**config.mk**
```make
export PLATFORM = sky130hd
export DESIGN_NAME = dafp_cordic_cell
export DESIGN_NICKNAME = d
export VERILOG_FILES = /design/src/rtl/dafp_pkg.sv /design/src/rtl/dafp_cordic_cell.sv
export SDC_FILE = /design/constraint.sdc
export NUM_CORES = 1
export LEC_CHECK = 0
export BUFFER_PORTS_ARGS = -buffer_cell sky130_fd_sc_hd__buf_2
export CAP_MARGIN = 20
export CORE_MARGIN = 3
export CORE_UTILIZATION = 50
export CTS_BUF_LIST = sky130_fd_sc_hd__clkbuf_16
export DETAILED_ROUTE_END_ITERATION = 6
export PLACE_DENSITY = 0.74
export SYNTH_ARGS = -nofsm -noshare
export SYNTH_HDL_FRONTEND = slang
export SYNTH_SLANG_ARGS = --single-unit
export TNS_END_PERCENT = 20
```
**constraint.sdc**
```tcl
create_clock -name clk -period 13.89 [get_ports clk]
set_clock_uncertainty 0.15 [all_clocks]
set_input_delay 0.6945 -clock clk [delete_from_list [all_inputs] [get_ports clk]]
set_output_delay 0.6945 -clock clk [all_outputs]
set_load 0.01 [all_outputs]
```
**src/rtl/dafp_pkg.sv**
```systemverilog
package dafp_pkg;

    localparam int COORD_BITS       = 20;
    localparam int ANGLE_ITERATIONS = 18;
    localparam int NUM_FIELDS       = 12;
    localparam int S_TDATA_W        = ((NUM_FIELDS * COORD_BITS + 7) / 8) * 8;
    localparam int M_TDATA_W        = 16;

    // Bond vectors and their prescaled form.
    localparam int DIFF_W   = COORD_BITS + 1;
    localparam int VEC_BITS = 13;
    localparam int PV_W     = VEC_BITS + 1;
    localparam int CROSS_W  = 2 * PV_W;
    localparam int N_W      = 28;

    // Square root of |b2|^2 * 2^16.
    localparam int SQ_A_W   = 44;
    localparam int SQ_R_W   = 45;
    localparam int SQ_STEPS = 22;
    localparam int ROOT_W   = 23;

    // Triple product, cross dot and the atan2 operands.
    localparam int TP_W        = 44;
    localparam int CD_W        = 58;
    localparam int MAGC_W      = 56;
    localparam int WIDE_W      = 64;
    localparam int CORDIC_BITS = 30;
    localparam int NORM_STAGES = 3;

    // CORDIC datapath.
    localparam int XY_W    = 34;
    localparam int Z_W     = 44;
    localparam int SHIFT_W = 5;
    localparam int ZQ_W    = 28;

    localparam int DEG_W = 33;
    localparam logic [DEG_W-1:0] DEG_SCALE = 33'd6007897930;
    localparam logic [17:0] HALF_TURN = 18'd18000;

    // Cycles from an accepted item to its result in the output register.
    localparam int LAT = 34 + ANGLE_ITERATIONS;

    typedef struct packed {
        logic [SQ_A_W-1:0] rem;
        logic [SQ_R_W-1:0] root;
    } sqrt_t;

    typedef struct packed {
        logic signed [XY_W-1:0] x;
        logic signed [XY_W-1:0] y;
        logic signed [Z_W-1:0]  z;
    } cordic_t;

    typedef struct packed {
        logic zero;
        logic tneg;
        logic cneg;
    } flags_t;

    typedef logic signed [Z_W-1:0] angle_tab_t [ANGLE_ITERATIONS];

    // Long division by shift and subtract, evaluated while the table is built.
    function automatic logic [63:0] series_quotient(logic [63:0] a, logic [63:0] b);
        logic [63:0] q;
        logic [63:0] r;
        q = '0;
        r = '0;
        for (int i = 63; i >= 0; i--)
        begin
            r = {r[62:0], a[i]};
            if (r >= b)
            begin
                r = r - b;
                q[i] = 1'b1;
            end
        end
        return q;
    endfunction

    // atan(1/q) in Q60 from its alternating series.
    function automatic logic signed [63:0] atan_recip(logic [63:0] q);
        logic [63:0] term;
        logic [63:0] q2;
        logic [63:0] t;
        logic signed [63:0] sum;
        term = series_quotient(64'd1 << 60, q);
        q2   = q * q;
        sum  = '0;
        for (int k = 0; k < 40; k++)
        begin
            t = series_quotient(term, 64'(2 * k + 1));
            if (k % 2 == 1)
                sum = sum - $signed(t);
            else
                sum = sum + $signed(t);
            term = series_quotient(term, q2);
        end
        return sum;
    endfunction

    // Micro-rotation angles atan(2^-i) in Q40 radians.
    function automatic angle_tab_t build_angles();
        angle_tab_t tab;
        logic signed [63:0] v;
        for (int i = 0; i < ANGLE_ITERATIONS; i++)
        begin
            if (i == 0)
                v = atan_recip(64'd2) + atan_recip(64'd3);
            else
                v = atan_recip(64'd1 << i);
            v = (v + (64'sd1 <<< 19)) >>> 20;
            tab[i] = Z_W'(v);
        end
        return tab;
    endfunction

    localparam angle_tab_t ANGLE_TAB = build_angles();

endpackage

```
**src/rtl/dafp_cordic_cell.sv**
```systemverilog
module dafp_cordic_cell (
    input  logic                               clk,
    input  logic                               ce,
    input  logic [dafp_pkg::SHIFT_W-1:0]       shift,
    input  logic signed [dafp_pkg::Z_W-1:0]    ang,
    input  dafp_pkg::cordic_t                  d_in,
    output dafp_pkg::cordic_t                  d_out
);
    import dafp_pkg::*;

    cordic_t                d_reg;
    cordic_t                d_next;
    logic signed [XY_W-1:0] dx;
    logic signed [XY_W-1:0] dy;

    // Vectoring micro-rotation that drives y toward zero.
    always_comb
    begin
        dx = d_in.y >>> shift;
        dy = d_in.x >>> shift;
        if (d_in.y > 0)
        begin
            d_next.x = d_in.x + dx;
            d_next.y = d_in.y - dy;
            d_next.z = d_in.z + ang;
        end
        else
        begin
            d_next.x = d_in.x - dx;
            d_next.y = d_in.y + dy;
            d_next.z = d_in.z - ang;
        end
    end

    always_ff @(posedge clk)
    begin
        if (ce)
            d_reg <= d_next;
    end

    assign d_out = d_reg;

endmodule

```
==> summary.txt <==
Routing
  • Routed WL: 62.0 mm
  • Routed vias: 17100
  • Final ANT Viol Nets: 0
  • Drt wl/cell: 24.4 um
  • Metal-1 WL: 23.7 mm
  • DRC: 0
  • First-pass DRT Iterations: 7
  • DR top layer: met4
  • Met2 WL: 28.7 mm
  • Iteration-0 DRC count of the detailed router: 1778
  • Met3 wire len: 6.50 mm
  • Vias per cell: 6.74

Yosys
  • Post-synth ARST share: 0
  • Synth area leader: edfxtp_1
  • EDFF count, synth: 112
  • Share of Yosys cell area claimed by the top area cell type: 0.199
  • Yosys reg bits: 112
  • Netlist Area Pre-Place: 16900 um2
  • Yosys Warn Count: 0
  • Post-synth top cells: a21oi_1 (165), nor2_1 (145), nand2_1 (143)
  • Synth area leaders: edfxtp_1 (20%), mux4_2 (11%), ha_1 (8.3%)
  • Synth cell types: 98
  • Register area share after synthesis: 0.199
  • Gate Count Post-Synth: 1902
  • Most frequent cell after synthesis: a21oi_1
  • Syn_area_per_cell: 8.88 um2
  • Synth Net Count: 2180
  • Main synth FF type: edfxtp_1

Clock network
  • CTS max path bufs: 2
  • Clock sinks: 112
  • Num CTS Buffers: 9
  • # H-tree levels: 3
  • Clk slew on worst S/H paths: 0.07 ns
  • CTS root buffer: clkbuf_16
  • Hold Buf Count CTS: 0
  • Postcts setup bufs: 0
  • CTS tree: built
  • # resized after CTS: 0

Hold path
  • Hold EP: d_out[44]
  • Worst hold stages: 2
  • Worst Min Path Start: d_in[44]
  • Worst hold-check path type: primary input to register

Finish
  • Area taken by multi-input logic gates: 12800 um2
  • Share of cells above drive strength 1: 0.215
  • Final Util: 0.567
  • Max FFs per register: 112
  • Final nets: 2368
  • Area growth syn-to-layout: 10.6%
  • Storage cell area: 3360 um2
  • # fillers: 3047

STA
  • Worst Tran Pin Value: 1.21 ns
  • Final hold vios: 0
  • Final worst-path cycle share: 0.557
  • Slew headroom: 0.193
  • Crit path time final: 7.73 ns
  • Final Setup Violations: 0
  • Worst setup margin: 6.16 ns
  • Fin Setup TNS: 0 ns
  • RSZ-0062 raised after global routing: no
  • Max Clk Rate: 129 MHz
  • Final Max Tran Viols: 0

Worst setup path
  • Critical Path Fanout Max: 66
  • WP data required: 13.85 ns
  • Crit end category: register
  • Critical path class: primary input to register
  • CP Launch Type: primary input
  • Critical path data arrival time: 7.69 ns

Global routing
  • Vias in the first global route: 16400
  • Largest net degree at the start of global routing: 76
  • Global-route wire length before repair: 94.1 mm
  • Global Route Usage Sum: 0.334
  • Initial antenna violation count: 2
  • Remaining Overflow, GRT: 0

Placed design
  • Dpl ws: 5.99 ns
  • Buffers added on ports: 274
  • Post-DP HPWL: 47.9 mm
  • RePlAce Congestion: 1.04

Floorplanning
  • DIE AREA: 36000 um2
  • Die W: 190 um
  • DIE HEIGHT: 190 um
  • I/O pin cnt: 275
  • Row Count: 66
  • Core area: 32900 um2
  • Initial Utilization: 0.513

Pwr
  • Leak pwr: 7.70 nW
  • Worst IR Drop VDD: 58.9 uV
  • Pwr/cell area: 99.3 nW/um2

Status
  • Status: complete, no violations

Job
  • Max-cap violations: 0
==> layer usage <==
layer / vias up / track usage
met5: - / 0
met2: 1040 / 0.554
met3: 185 / 0.0665
li1: 7719 / -
met4: 0 / 0.154
met1: 8167 / 0.420
==> metrics by stage <==
stage                     hold WS, ns  instances  power [W]  cell area (um2)
after floorplan                 0.657       1902    0.00124            16900
after global placement          0.906       2521    0.00155            18400
after detailed placement        0.899       2521    0.00156            18400
after CTS                       0.517       2536    0.00185            18700
after global routing            0.539       2536    0.00198            18700
final                           0.539       2537    0.00186            18700
==> logic make-up (layout without fill, tap and decap cells) <==
kind of cell,count (synthesis),after routing,synth area share
mux,181,181,0.172
flops,112,112,0.199
other cells,0,1,0
simple gates,549,549,0.162
compound gates,601,601,0.237
xor+xnor,195,195,0.101
buf+inv,149,341,0.0430
fa+ha+maj,115,115,0.0865
==> critical path, cell delays in order <==
cell and delay [ns]:
buf_6 0.48, buf_4 0.86, mux4_2 0.68, a22oi_1 0.22, o21ai_0 0.12, nor3_1 0.66
nand3_1 0.15, or3_1 0.46, nand2_1 0.11, xor2_1 0.22, ha_1 0.35, a21o_1 0.21
a211o_1 0.30, a41oi_1 0.20, o21ai_0 0.19, o311ai_0 0.80, a2111oi_0 0.28, o21a_1 0.25
o21ai_0 0.15, a21oi_1 0.09, xor2_1 0.15
==> how the worst max path moves through the flow <==
stage | startpoint | endpoint | slack, ns | cells past startpoint
2_1_floorplan | shift[0] | d_out[110] | 7.73 | 26
3_3_place_gp | shift[1] | d_out[111] | 6.04 | 21
3_5_place_dp | shift[1] | d_out[111] | 5.99 | 22
4_1_cts | shift[1] | d_out[111] | 6.35 | 22
5_1_grt | shift[1] | d_out[111] | 5.71 | 21
6_report | shift[1] | d_out[111] | 6.16 | 21
==> final cells by class <==
cell class                      count  share of cell area
Multi-Input combinational cell   1641               0.686
Sequential cell                   112               0.180
Timing Repair Buffer              288              0.0798
Tap cell                          442              0.0296
Clock buffer                        9              0.0121
Inverter                           38             0.00764
Clock inverter                      6             0.00456
Antenna cell                        1            0.000134
==> report_power, final <==
part / leakage, nW / total [W] / switching, W / internal [W]
Clock: 0.155 / 0.000284 / 0.000127 / 0.000157
Sequential: 1.10 / 0.000519 / 0.0000212 / 0.000498
Combinational: 6.45 / 0.00105 / 0.000623 / 0.000428
Total: 7.70 / 0.00186 / 0.000772 / 0.00108
==> cells in the final DEF (no fill, tap or decap), types with 31 or more instances in the layout <==
cell type  synthesis  routed
a21o_1            65      65
a21oi_1          165     165
buf_2             26     270
edfxtp_1         112     112
ha_1             112     112
inv_1             36      37
mux2i_1           73      73
mux4_2            80      80
nand2_1          143     143
nand2b_1          32      31
nand3_1           46      46
nor2_1           145     144
nor3_1            37      36
o21ai_0           95      95
xnor2_1          112     112
xor2_1            83      83
(Power assumes the default switching activity.)
