<file path="config.mk">
export PLATFORM = sky130hd
export DESIGN_NAME = dafp_sqrt_cell
export DESIGN_NICKNAME = d
export VERILOG_FILES = /design/src/rtl/dafp_pkg.sv /design/src/rtl/dafp_sqrt_cell.sv
export SDC_FILE = /design/constraint.sdc
export NUM_CORES = 1
export LEC_CHECK = 0
export BUFFER_PORTS_ARGS = -buffer_cell sky130_fd_sc_hd__buf_2
export CAP_MARGIN = 30
export CORE_MARGIN = 1
export CORE_UTILIZATION = 54
export DETAILED_ROUTE_END_ITERATION = 10
export GPL_TIMING_DRIVEN = 0
export PLACE_DENSITY = 0.78
export SETUP_SLACK_MARGIN = 0.2
export SYNTH_ARGS = -nofsm -noshare
export SYNTH_HDL_FRONTEND = slang
export SYNTH_SLANG_ARGS = --single-unit
</file>
<file path="constraint.sdc">
create_clock -name clk -period 17.5 [get_ports clk]
set_input_delay 3.5 -clock clk [delete_from_list [all_inputs] [get_ports clk]]
set_output_delay 3.5 -clock clk [all_outputs]
set_load 0.03 [all_outputs]
</file>
<file path="src/rtl/dafp_pkg.sv">
package dafp_pkg;

    localparam int COORD_BITS       = 20;
    localparam int ANGLE_ITERATIONS = 18;
    localparam int NUM_FIELDS       = 12;
    localparam int S_TDATA_W        = ((NUM_FIELDS * COORD_BITS + 7) / 8) * 8;
    localparam int M_TDATA_W        = 16;

    // Bond vectors and their prescaled form.
    localparam int DIFF_W   = COORD_BITS + 1;
    localparam int VEC_BITS = 13;
    localparam int PV_W     = VEC_BITS + 1;
    localparam int CROSS_W  = 2 * PV_W;
    localparam int N_W      = 28;

    // Square root of |b2|^2 * 2^16.
    localparam int SQ_A_W   = 44;
    localparam int SQ_R_W   = 45;
    localparam int SQ_STEPS = 22;
    localparam int ROOT_W   = 23;

    // Triple product, cross dot and the atan2 operands.
    localparam int TP_W        = 44;
    localparam int CD_W        = 58;
    localparam int MAGC_W      = 56;
    localparam int WIDE_W      = 64;
    localparam int CORDIC_BITS = 30;
    localparam int NORM_STAGES = 3;

    // CORDIC datapath.
    localparam int XY_W    = 34;
    localparam int Z_W     = 44;
    localparam int SHIFT_W = 5;
    localparam int ZQ_W    = 28;

    localparam int DEG_W = 33;
    localparam logic [DEG_W-1:0] DEG_SCALE = 33'd6007897930;
    localparam logic [17:0] HALF_TURN = 18'd18000;

    // Cycles from an accepted item to its result in the output register.
    localparam int LAT = 34 + ANGLE_ITERATIONS;

    typedef struct packed {
        logic [SQ_A_W-1:0] rem;
        logic [SQ_R_W-1:0] root;
    } sqrt_t;

    typedef struct packed {
        logic signed [XY_W-1:0] x;
        logic signed [XY_W-1:0] y;
        logic signed [Z_W-1:0]  z;
    } cordic_t;

    typedef struct packed {
        logic zero;
        logic tneg;
        logic cneg;
    } flags_t;

    typedef logic signed [Z_W-1:0] angle_tab_t [ANGLE_ITERATIONS];

    // Long division by shift and subtract, evaluated while the table is built.
    function automatic logic [63:0] series_quotient(logic [63:0] a, logic [63:0] b);
        logic [63:0] q;
        logic [63:0] r;
        q = '0;
        r = '0;
        for (int i = 63; i >= 0; i--)
        begin
            r = {r[62:0], a[i]};
            if (r >= b)
            begin
                r = r - b;
                q[i] = 1'b1;
            end
        end
        return q;
    endfunction

    // atan(1/q) in Q60 from its alternating series.
    function automatic logic signed [63:0] atan_recip(logic [63:0] q);
        logic [63:0] term;
        logic [63:0] q2;
        logic [63:0] t;
        logic signed [63:0] sum;
        term = series_quotient(64'd1 << 60, q);
        q2   = q * q;
        sum  = '0;
        for (int k = 0; k < 40; k++)
        begin
            t = series_quotient(term, 64'(2 * k + 1));
            if (k % 2 == 1)
                sum = sum - $signed(t);
            else
                sum = sum + $signed(t);
            term = series_quotient(term, q2);
        end
        return sum;
    endfunction

    // Micro-rotation angles atan(2^-i) in Q40 radians.
    function automatic angle_tab_t build_angles();
        angle_tab_t tab;
        logic signed [63:0] v;
        for (int i = 0; i < ANGLE_ITERATIONS; i++)
        begin
            if (i == 0)
                v = atan_recip(64'd2) + atan_recip(64'd3);
            else
                v = atan_recip(64'd1 << i);
            v = (v + (64'sd1 <<< 19)) >>> 20;
            tab[i] = Z_W'(v);
        end
        return tab;
    endfunction

    localparam angle_tab_t ANGLE_TAB = build_angles();

endpackage

</file>
<file path="src/rtl/dafp_sqrt_cell.sv">
module dafp_sqrt_cell (
    input  logic                         clk,
    input  logic                         ce,
    input  logic [dafp_pkg::SQ_A_W-1:0]  sq_bit,
    input  dafp_pkg::sqrt_t              d_in,
    output dafp_pkg::sqrt_t              d_out
);
    import dafp_pkg::*;

    sqrt_t             d_reg;
    sqrt_t             d_next;
    logic [SQ_R_W:0]   trial;

    // One result bit: subtract the trial value when it fits.
    always_comb
    begin
        trial = {1'b0, d_in.root} + (SQ_R_W + 1)'(sq_bit);
        if ((SQ_R_W + 1)'(d_in.rem) >= trial)
        begin
            d_next.rem  = d_in.rem - trial[SQ_A_W-1:0];
            d_next.root = (d_in.root >> 1) + SQ_R_W'(sq_bit);
        end
        else
        begin
            d_next.rem  = d_in.rem;
            d_next.root = d_in.root >> 1;
        end
    end

    always_ff @(posedge clk)
    begin
        if (ce)
            d_reg <= d_next;
    end

    assign d_out = d_reg;

endmodule

</file>
==> impl_metrics.env <==
export IMPL_total_of_fill_cells_in_the_finished_design=1631
export IMPL_area_enclosed_by_the_die_boundary_um2=19800
export IMPL_yosysSeqAreaShare=0.257
export IMPL_clkPwrFrac=0.170
export IMPL_finish_cell_count_without_fillers=1627
export IMPL_ys_ff_latch=89
export IMPL_finalWirelength_mm=27.9
export IMPL_place_gp_congestion=0.917
export IMPL_dpl_instance_area_um2=11900
export IMPL_slew_headroom=0.486
export IMPL_cts_repair_resized=0
export IMPL_cap_viol_max_count=0
export IMPL_power_switching_fraction=0.420
export IMPL_post_synthesis_cell_type_with_the_largest_combined_area="sky130_fd_sc_hd__edfxtp_1"
export IMPL_timing_hold_violations_final=0
export IMPL_synthArstFlopShare=0
export IMPL_critical_path_startpoint_type="input pin"
export IMPL_peak_vdd_ir_mv=0.0580
export IMPL_cts_root_buffer_cell="sky130_fd_sc_hd__clkbuf_16"
export IMPL_tritoncts="built"
export IMPL_final_max_slew_violation_count=0
export IMPL_power_density_nw_per_um2=89.0
export IMPL_grt_setup_unrepaired="false"
export IMPL_worst_slew_pin_transition_ns=0.772
export IMPL_fin_total_pwr_w=0.00108
export IMPL_synth_net_count=1391
export IMPL_antenna_found_initial=6
export IMPL_drive_above_1_share=0.253
export IMPL_fp_dieW_um=141
export IMPL_hold_ws_ns=3.45
export IMPL_post_layout_inst_area_um2=12200
export IMPL_clock_path_buffers=2
export IMPL_clkTransAtPathRegs_ns=0.07
export IMPL_route_vias_total=9528
export IMPL_global_route_usage_total=0.277
export IMPL_number_of_global_route_vias_before_repair=8781
export IMPL_grt_remaining_overflow=0
export IMPL_fmax_mhz=100
export IMPL_area_delta_synth_final_pct=16.8
export IMPL_status="finished clean"
export IMPL_post_synth_top_count_cell="sky130_fd_sc_hd__ha_1"
export IMPL_finalNetCount=1626
export IMPL_top_level_ports=224
export IMPL_ys_warn_count=0
export IMPL_clock_sink_count=89
export IMPL_grt_start_max_net_pins=49
export IMPL_post_route_drc_count=0
export IMPL_p_comb_frac=0.563
export IMPL_worst_endpoint_arrival_ns=10.06
export IMPL_synth_largest_type_area_fraction=0.257
export IMPL_design_core_area_um2=18800
export IMPL_drt_iter0_drc=601
export IMPL_yosysUniqueCellTypes=62
export IMPL_antenna_violating_nets_post_route=0
export IMPL_hp_class="in2reg"
export IMPL_placement_row_count=50
export IMPL_floorplan_die_height_um=141
export IMPL_total_switching_power_w=0.000455
export IMPL_post_synth_instance_area_um2=10400
export IMPL_post_route_min_period_ns=9.95
export IMPL_post_synth_cell_area_avg_um2=9.29
export IMPL_cts_repair_timing_setup_buffer_count=0
export IMPL_routed_via_density=5.86
export IMPL_grt_first_pass_wirelength_mm=43.5
export IMPL_static_leakage_power_nw=5.45
export IMPL_final_cycle_utilization_of_the_critical_path=0.569
export IMPL_report_final_setup_viol=0
export IMPL_largest_register_ffs=89
export IMPL_setup_tns_final_ns=0
export IMPL_cts_made_buffers=9
export IMPL_internal_power_w=0.000627
export IMPL_synth_common_cells="132 x sky130_fd_sc_hd__ha_1, 129 x sky130_fd_sc_hd__a21oi_1, 89 x sky130_fd_sc_hd__edfxtp_1"
export IMPL_numPortBuffers=223
export IMPL_cts_htree_levels=3
export IMPL_count_of_tritonroute_iterations_in_the_first_routing_pass=5
export IMPL_path_max_fanout=6
export IMPL_synth_edf_count=89
export IMPL_wl_per_cell_um=17.1
export IMPL_synth_area_top_cells="sky130_fd_sc_hd__edfxtp_1 26%, sky130_fd_sc_hd__ha_1 16%, sky130_fd_sc_hd__mux2_2 8.5%"
export IMPL_ys_dominant_reg_cell="sky130_fd_sc_hd__edfxtp_1"
export IMPL_power_frac_seq=0.267
export IMPL_worstSetupPathType="in2reg"
export IMPL_synthCells=1121
export IMPL_cts_hold_fix_buffers=0
export IMPL_initial_core_util=0.553
export IMPL_crit_required_ns=17.60
export IMPL_post_place_cells=1605
export IMPL_worstSetupEndpointType="register"
export IMPL_dp_hpwl_mm=22.4
-- power groups by stage --
stage | Clock [W] | Sequential (W) | Combinational [W]
CTS | 0.000189 | 0.000288 | 0.000605
detailed placement | 0 | 0.000292 | 0.000600
floorplan | 0 | 0.000359 | 0.000390
global route | 0.000195 | 0.000291 | 0.000665
finish | 0.000184 | 0.000289 | 0.000609
global placement | 0 | 0.000293 | 0.000590
-- per-layer routing --
layer	wire length, um	part of all wire	global-route usage
met1	13000	0.47	0.372
met3	1370	0.049	0.0336
met5	0	0	0
met2	12600	0.45	0.445
met4	980	0.035	0.130
-- area by class of cell --
cell class                 instances  area, um2  area share
antenna                            6       15.0     0.00123
buffer                            30        154      0.0127
clock buffer                      10        229      0.0188
clock inverter                     6       35.0     0.00288
inverter                          30        113     0.00926
multi-input combinational        972       7470       0.614
sequential                        89       2670       0.220
tap                              260        325      0.0267
timing repair buffer             224       1150      0.0942
-- final timing paths --
path | cells past startpoint | startpoint | to
worst max-delay path | 26 | sq_bit[0] | d_out[86]
worst min-delay path | 2 | d_in[84] | d_out[84]
-- worst max-delay path, stage by stage --
cell and delay [ns]:
sky130_fd_sc_hd__buf_2 0.11, sky130_fd_sc_hd__ha_1 0.24, sky130_fd_sc_hd__fa_1 0.43, sky130_fd_sc_hd__a211oi_1 0.28, sky130_fd_sc_hd__o21ai_1 0.19, sky130_fd_sc_hd__a221oi_1 0.64
sky130_fd_sc_hd__o21ai_0 0.25, sky130_fd_sc_hd__a21o_1 0.22, sky130_fd_sc_hd__a21o_1 0.19, sky130_fd_sc_hd__a21o_1 0.17, sky130_fd_sc_hd__a21o_1 0.20, sky130_fd_sc_hd__a21o_1 0.18
sky130_fd_sc_hd__a21oi_1 0.16, sky130_fd_sc_hd__xor2_1 0.20, sky130_fd_sc_hd__ha_1 0.33, sky130_fd_sc_hd__a21o_1 0.20, sky130_fd_sc_hd__a21o_1 0.16, sky130_fd_sc_hd__a21oi_1 0.17
sky130_fd_sc_hd__o21ai_0 0.14, sky130_fd_sc_hd__a21o_1 0.20, sky130_fd_sc_hd__a221oi_1 0.69, sky130_fd_sc_hd__o21ai_0 0.25, sky130_fd_sc_hd__a21oi_1 0.34, sky130_fd_sc_hd__o41ai_1 0.12
sky130_fd_sc_hd__xor2_1 0.15, sky130_fd_sc_hd__mux2_1 0.32
-- cell usage in the layout, fill, tap and decap left out, drive strengths merged, types with 6 or more instances in the layout --
master  instances
o21bai         18
o21a           21
ha            132
diode           6
a31oi          10
and3           12
nand3          19
o211ai          7
o21ai          71
a21oi         132
nor2b          16
nor3           14
mux2           84
nand2          60
nand2b         18
a211oi         12
xnor2          71
o31ai           6
a221oi          8
inv            30
edfxtp         89
and2            8
clkbuf         30
and4            6
nand4          20
nor2           47
a21o           76
xor2           46
buf           234
-- metrics by stage --
stage / worst slack, ns / util
global route: 7.20 / 0.646
global placement: 7.33 / 0.630
detailed placement: 7.32 / 0.631
CTS: 7.66 / 0.645
floorplan: 8.50 / -
finish: 7.55 / 0.646
-- cells by family (layout without fill, tap and decap cells) --
kind of cell,Yosys count,count (layout),share of synthesized area
DFF,89,89,0.257
xor gates and xnor gates,117,117,0.0984
buffers and inverters,60,300,0.0256
other,0,6,0
muxes,88,88,0.0947
and+or+nand+nor,236,236,0.115
AOI/OAI and AO/OA,396,396,0.245
adders and majority gates,135,135,0.164
No activity file was read; power rests on OpenSTA's default activity.
